--- src/sv/stfg_pkg.sv ---
// Shared constants, types and the sine coefficient table for the sine tone frame generator.
// No dependencies.
package stfg_pkg;

  localparam int unsigned PHASE_W    = 32;
  localparam int unsigned FRAME_W    = 7;
  localparam int unsigned SAMPLE_W   = 16;
  localparam int unsigned Q_W        = 31;
  localparam int unsigned PROD_W     = 64;
  localparam int unsigned MAX_FRAMES_DEF = 64;

  localparam logic [PHASE_W-1:0] PHASE_STEP_RESET = 32'd48695774;
  localparam logic [Q_W-1:0]     Q30_ONE          = 31'h4000_0000;

  // sin(pi/2 t) Taylor coefficients, Q30
  localparam logic [Q_W-1:0] K1  = 31'd1686629713;
  localparam logic [Q_W-1:0] K3  = 31'd693598669;
  localparam logic [Q_W-1:0] K5  = 31'd85569310;
  localparam logic [Q_W-1:0] K7  = 31'd5026996;
  localparam logic [Q_W-1:0] K9  = 31'd172272;
  localparam logic [Q_W-1:0] K11 = 31'd3864;

  localparam logic [2:0] HORNER_LAST = 3'd4;

  typedef struct packed {
    logic [PHASE_W-1:0] a;
    logic [PHASE_W-1:0] b;
  } mul_req_t;

  // Horner step coefficients, highest order first after K11
  function automatic logic [Q_W-1:0] horner_coef(input logic [2:0] idx);
    logic [Q_W-1:0] k;
    case (idx)
      3'd0:    k = K9;
      3'd1:    k = K7;
      3'd2:    k = K5;
      3'd3:    k = K3;
      3'd4:    k = K1;
      default: k = K1;
    endcase
    return k;
  endfunction

endpackage

--- src/sv/stfg_mul.sv ---
// Shared 32x32 unsigned multiplier with registered 64-bit product.
// Depends on stfg_pkg.
module stfg_mul (
  input  logic                        clk,
  input  stfg_pkg::mul_req_t          req,
  output logic [stfg_pkg::PROD_W-1:0] prod
);
  import stfg_pkg::*;

  always_ff @(posedge clk) begin
    prod <= PROD_W'(req.a) * PROD_W'(req.b);
  end

endmodule

--- src/sv/stfg_core.sv ---
// Sequencer: start phase, Horner sine evaluation on the shared multiplier, output register.
// Depends on stfg_pkg; drives stfg_mul.
module stfg_core #(
  parameter int unsigned MAX_FRAMES = stfg_pkg::MAX_FRAMES_DEF
) (
  input  logic                          clk,
  input  logic                          rst,
  input  logic [stfg_pkg::PHASE_W-1:0]  step,
  input  logic                          in_valid,
  output logic                          in_stall,
  input  logic [stfg_pkg::PHASE_W-1:0]  start_time,
  input  logic [stfg_pkg::FRAME_W-1:0]  frame_count,
  output logic                          out_valid,
  input  logic                          out_stall,
  output logic [stfg_pkg::SAMPLE_W-1:0] sample,
  output logic                          last,
  output stfg_pkg::mul_req_t            mul_req,
  input  logic [stfg_pkg::PROD_W-1:0]   prod
);
  import stfg_pkg::*;

  localparam int unsigned CNT_W = $clog2(MAX_FRAMES + 1);

  typedef enum logic [3:0] {
    S_IDLE, S_PHASE, S_SQ, S_U, S_HMUL, S_HSUB, S_FIN, S_MAG, S_OUT
  } state_t;

  state_t              state;
  logic [PHASE_W-1:0]  phase;
  logic [CNT_W-1:0]    frames_left;
  logic [Q_W-1:0]      u;
  logic [Q_W-1:0]      p;
  logic [2:0]          k_idx;
  logic [SAMPLE_W-1:0] sample_calc;

  logic [Q_W-1:0]      t;
  logic [CNT_W-1:0]    count_clamped;
  logic [16:0]         mag;
  logic [16:0]         mag_neg;
  logic                out_free;

  assign t = phase[30] ? (Q30_ONE - Q_W'(phase[29:0])) : Q_W'(phase[29:0]);
  assign count_clamped = (frame_count > FRAME_W'(MAX_FRAMES)) ? CNT_W'(MAX_FRAMES)
                                                               : CNT_W'(frame_count);
  assign mag      = prod[61:45];
  assign mag_neg  = (mag > 17'd32768) ? 17'd32768 : mag;
  assign out_free = !out_valid || !out_stall;
  assign in_stall = (state != S_IDLE);

  always_comb begin
    mul_req.a = PHASE_W'(t);
    mul_req.b = PHASE_W'(t);
    case (state)
      S_IDLE: begin
        mul_req.a = start_time;
        mul_req.b = step;
      end
      S_HMUL: begin
        mul_req.a = PHASE_W'(u);
        mul_req.b = PHASE_W'(p);
      end
      S_FIN: begin
        mul_req.a = PHASE_W'(t);
        mul_req.b = PHASE_W'(p);
      end
      default: begin
        mul_req.a = PHASE_W'(t);
        mul_req.b = PHASE_W'(t);
      end
    endcase
  end

  always_ff @(posedge clk) begin
    if (rst) begin
      state       <= S_IDLE;
      out_valid   <= 1'b0;
      frames_left <= '0;
      k_idx       <= '0;
    end else begin
      if (out_valid && !out_stall && state != S_OUT) begin
        out_valid <= 1'b0;
      end
      case (state)
        S_IDLE: begin
          if (in_valid && count_clamped != '0) begin
            frames_left <= count_clamped;
            state       <= S_PHASE;
          end
        end
        S_PHASE: begin
          phase <= prod[PHASE_W-1:0];
          state <= S_SQ;
        end
        S_SQ: begin
          state <= S_U;
        end
        S_U: begin
          u     <= prod[60:30];
          p     <= K11;
          k_idx <= '0;
          state <= S_HMUL;
        end
        S_HMUL: begin
          state <= S_HSUB;
        end
        S_HSUB: begin
          p <= horner_coef(k_idx) - prod[60:30];
          if (k_idx == HORNER_LAST) begin
            state <= S_FIN;
          end else begin
            k_idx <= k_idx + 3'd1;
            state <= S_HMUL;
          end
        end
        S_FIN: begin
          state <= S_MAG;
        end
        S_MAG: begin
          if (phase[31]) begin
            sample_calc <= SAMPLE_W'(17'd0 - mag_neg);
          end else begin
            sample_calc <= (mag > 17'd32767) ? 16'h7FFF : mag[SAMPLE_W-1:0];
          end
          state <= S_OUT;
        end
        S_OUT: begin
          if (out_free) begin
            out_valid   <= 1'b1;
            sample      <= sample_calc;
            last        <= (frames_left == CNT_W'(1));
            phase       <= phase + step;
            frames_left <= frames_left - CNT_W'(1);
            state       <= (frames_left == CNT_W'(1)) ? S_IDLE : S_SQ;
          end
        end
        default: begin
          state <= S_IDLE;
        end
      endcase
    end
  end

endmodule

--- src/sv/sine_tone_frame_generator.sv ---
// Sine tone generator: a block request (start sample index, frame count) gives one stereo
// sine beat per frame, the last one marked. The start phase product is formed once the
// request is taken, then each frame is made by the single shared 32x32 multiplier
// that runs the squaring, five Horner steps and the final scaling in turn; a block holds the
// input stalled while its frames are made, including any time a finished frame waits on a
// stalled output register. The next request is taken once the last frame sits in the output
// register. Write phase_step only while idle.
// Depends on stfg_pkg, stfg_mul, stfg_core.
module sine_tone_frame_generator #(
  parameter int unsigned MAX_FRAMES = stfg_pkg::MAX_FRAMES_DEF
) (
  input  logic                                 clk,
  input  logic                                 rst,
  input  logic                                 cfg_valid,
  output logic                                 cfg_ready,
  input  logic [stfg_pkg::PHASE_W-1:0]         phase_step,
  input  logic                                 in_valid,
  output logic                                 in_stall,
  input  logic [stfg_pkg::PHASE_W-1:0]         start_time,
  input  logic [stfg_pkg::FRAME_W-1:0]         frame_count,
  output logic                                 out_valid,
  input  logic                                 out_stall,
  output logic signed [stfg_pkg::SAMPLE_W-1:0] sample_left,
  output logic signed [stfg_pkg::SAMPLE_W-1:0] sample_right,
  output logic                                 last_frame
);
  import stfg_pkg::*;

  logic [PHASE_W-1:0]  step;
  logic [SAMPLE_W-1:0] sample;
  mul_req_t            mul_req;
  logic [PROD_W-1:0]   prod;

  assign cfg_ready = 1'b1;

  always_ff @(posedge clk) begin
    if (rst) begin
      step <= PHASE_STEP_RESET;
    end else if (cfg_valid && cfg_ready) begin
      step <= phase_step;
    end
  end

  stfg_mul u_mul (
    .clk  (clk),
    .req  (mul_req),
    .prod (prod)
  );

  stfg_core #(
    .MAX_FRAMES (MAX_FRAMES)
  ) u_core (
    .clk         (clk),
    .rst         (rst),
    .step        (step),
    .in_valid    (in_valid),
    .in_stall    (in_stall),
    .start_time  (start_time),
    .frame_count (frame_count),
    .out_valid   (out_valid),
    .out_stall   (out_stall),
    .sample      (sample),
    .last        (last_frame),
    .mul_req     (mul_req),
    .prod        (prod)
  );

  assign sample_left  = sample;
  assign sample_right = sample;

endmodule

--- config.mk ---
export PLATFORM = sky130hd
export DESIGN_NAME = sine_tone_frame_generator
export DESIGN_NICKNAME = d
export VERILOG_FILES = /design/src/sv/stfg_pkg.sv /design/src/sv/stfg_mul.sv /design/src/sv/stfg_core.sv /design/src/sv/sine_tone_frame_generator.sv
export SDC_FILE = /design/constraint.sdc
export NUM_CORES = 2
export LEC_CHECK = 0
export BUFFER_PORTS_ARGS = -buffer_cell sky130_fd_sc_hd__buf_2
export CELL_PAD_IN_SITES_DETAIL_PLACEMENT = 0
export CELL_PAD_IN_SITES_GLOBAL_PLACEMENT = 1
export CORE_MARGIN = 1
export CORE_UTILIZATION = 55
export CTS_CLUSTER_DIAMETER = 60
export DETAILED_ROUTE_END_ITERATION = 16
export MAX_ROUTING_LAYER = met4
export PLACE_DENSITY = 0.86
export SETUP_SLACK_MARGIN = 0.15
export SLEW_MARGIN = 0
export SYNTH_ARGS = -nofsm -noshare
export SYNTH_HDL_FRONTEND = slang
export SYNTH_SLANG_ARGS = --single-unit
--- constraint.sdc ---
create_clock -name clk -period 31.2 [get_ports clk]
set_clock_uncertainty 0.15 [all_clocks]
set_input_delay 4.68 -clock clk [delete_from_list [all_inputs] [get_ports clk]]
set_output_delay 4.68 -clock clk [all_outputs]
set_load 0.05 [all_outputs]
==> results.ini <==
[status]
outcome = complete, but fails checks
violations = DRC

[route]
drtIter0Drc = 3662
dr_total_vias = 36600
wl_um = 151000
route.detailed.drc = 4
via_per_inst = 5.91
drt-pass1-iter-count = 12
drtAntennaViolNets = 0
wire_per_inst_um = 24.4

[setup_path]
r2r_cells = 35
start_kind = input port
critPathSlowestCell = o21ai_2
r2r_start = u_core.state[1]
reg2reg_to = u_mul.prod[60]
worstPathArrival_ns = 13.67
crit_type = in2reg
max_stage_delay_ns = 0.91
crit_path_end_kind = register
cp_data_required_time_ns = 31.50
r2r_slack_ns = 18.97
crit_path_max_fanout = 20
cp_common_cell = fa_1

[flow_run]
cap_violations = 0

[floorplan]
dieWidth_um = 288
coreArea_mm2 = 0.0808
boundaryPins = 112
start_util_pct = 55.9
rows = 104
dieArea_mm2 = 0.0832
die_y_um = 288

[timing]
worstMarginPinSlew_ns = 1.27
fin_crit_ns = 13.37
period_share_pct = 42.9
fin_ws_ns = 17.83
relSlewSlack_pct = 15.4
slew_viol_final = 0
tns_ns = 0
final_hold_viol_count = 0
setup-violations-final = 0
fmax_mhz = 74.8
rsz0062_at_grt = no

[place]
hpwl_um = 120000
gp_congestion = 1.00
preCtsSetupSlack_ns = 17.40
post_dp_cell_area_mm2 = 0.0471
port_buffers = 110

[synth]
syn_area_mm2 = 0.0451
ys_async_sr_fraction_pct = 0
synth_warnings = 0
yosysTopAreaCell = fa_1
syn-num-nets = 6380
synthDistinctLibCells = 78
syn_area_per_cell_um2 = 8.86
ys.flop_type = edfxtp_1
synth_top_cells_by_area = fa_1 40%, ha_1 8.7%, edfxtp_1 8.5%
seq_area_frac_synth_pct = 13.3
synth-seq-cells = 236
synthCells = 5093
synth_edf_count = 127
synth.top_cell.area_share_pct = 39.8

[global_route]
grtUsageMet3_pct = 9.23
busiest_layer = met2
grt_pass1_wl_um = 229000
antenna_found_initial = 7
grtUsageMet2_pct = 57.5
grt_pass1_vias = 36900
gr-usage-met1_pct = 50.9
grt_max_degree = 64
grt_overflow = 0
grt_usage_pct = 38.5

[clocking]
cts_buffers = 31
cts_root_buf = clkbuf_16
clockBufferDepth = 3
clkSinkCount = 236
worstSkewPairLatency_ns = 0.57
cts_setup_buffers = 0
ctsHoldBuffers = 0
tritoncts = built
clk_pin_slew_ns = 0.06
cts_resized = 0
htreeDepth = 1

[cells_and_area]
register_area_mm2 = 0.00600
drive_gt1_share_pct = 7.74
finish.utilization_pct = 59.7
areaGrowthSynthToFinish_pct = 6.86
nFillCells = 7147
design_area_mm2 = 0.0482
finish.net_count = 6381
multi_input_area_mm2 = 0.0347

[hold_path]
min_to = u_core.sample[8]
hp-class = reg2reg
hold_path_depth = 0
min-delay-start = u_core.sample_calc[8]

[worst max-delay path: cells and delay by family]
kind / cells / cell delay [ns]
multiplexers: 1 / 0.28
XOR/XNOR: 1 / 0.18
buffers and inverters: 8 / 0.63
AND/OR/NAND/NOR: 5 / 0.92
AO/OA/AOI/OAI: 6 / 2.50
adder cells (fa/ha/maj): 9 / 4.47
[flip-flops by register name, indices dropped and copies added (netlist names)]
name and flops:
u_mul.prod 62, u_core.frames_left 7, u_core.last 1, u_core.out_valid 1
u_core.state 4, u_core.phase 32, u_core.u 31, u_core.sample 16
step 32, u_core.k_idx 3, u_core.p 31, u_core.sample_calc 16
[Yosys cell counts, types with 11 or more instances]
library cell and number:
xor2_1 66, xnor2_1 65, nor2_1 705, buf_4 18
or3_1 23, nor3_1 41, a221o_1 30, clkbuf_1 222
o21ai_0 136, nand3_1 31, inv_1 984, and3_1 20
a21oi_1 132, fa_1 897, nand2_1 661, nand2b_1 21
a21o_1 55, ha_1 314, o21a_1 44, edfxtp_1 127
dfxtp_1 109, o31ai_1 16, nand4_1 12, a221oi_1 27
a211oi_1 19, o21bai_1 12, and2_1 11, mux2_2 25
nor2b_1 18, o21ai_1 21, a31oi_1 23, mux2i_1 43
[metal layers]
metal	share of wire [%]	vias to the layer above
met4	4.9	0
met5	0	-
met3	11	400
met1	40	18500
met2	45	1885
li1	-	15800
[layout make-up]
type,instances,area share [%]
repair buffers,229,2.99
inverters,984,7.66
clock buffers,39,1.78
well taps,1060,2.75
diodes,7,0.0363
flip-flops and latches,236,12.4
multi-input cells,3612,71.9
clock inverters,18,0.433
[metrics by stage]
step | hold WS [ns] | std cells
final | 0.266 | 6185
after floorplan | 0.250 | 5093
after CTS | 0.269 | 6178
after global routing | 0.281 | 6181
after detailed placement | 0.255 | 6121
after global placement | 0.252 | 6121
[logic make-up (layout without fill, tap and decap cells)]
kind of cell             Yosys count  count (layout)  synth area share (%)
AND/OR/NAND/NOR                 1596            1596                  14.6
AO/OA/AOI/OAI                    605             605                  8.89
XOR/XNOR                         131             131                  2.54
other                              1               8               0.00831
flip-flops                       236             236                  13.3
buffers and inverters           1245            1270                  10.6
multiplexers                      68              68                  1.58
adder cells (fa/ha/maj)         1211            1211                  48.5
[cell usage in the layout (no fill, tap or decap), types with 20 or more instances in the layout]
cell       synthesis  layout
xnor2_1           65      65
nand2_1          661     660
nand3_1           31      31
edfxtp_1         127     127
a221o_1           30      30
nor3_1            41      39
or3_1             23      22
a21oi_1          132     132
o21a_1            44      44
inv_1            984     984
buf_4             18     119
and3_1            20      20
mux2i_1           43      43
ha_1             314     314
a21o_1            55      55
dfxtp_1          109     108
mux2_2            25      25
nor2_1           705     703
fa_1             897     897
a31oi_1           23      23
clkbuf_16          0      33
buf_2             10     110
nand2b_1          21      21
xor2_1            66      66
o21ai_0          136     126
[worst max path at each step]
stage | startpoint | endpoint | slack, ns | depth (start not counted)
4_1_cts | start_time[10] | u_mul.prod[59] | 17.94 | 29
5_1_grt | start_time[9] | u_mul.prod[60] | 17.43 | 30
3_5_place_dp | start_time[10] | u_mul.prod[59] | 17.40 | 29
3_3_place_gp | start_time[9] | u_mul.prod[60] | 17.56 | 30
6_report | start_time[9] | u_mul.prod[60] | 17.83 | 30
2_1_floorplan | start_time[11] | u_mul.prod[60] | 18.58 | 28
Power is left out: the tool's default activity adds up to more than one toggle a clock period on the data nets, which glitch-free logic cannot reach.
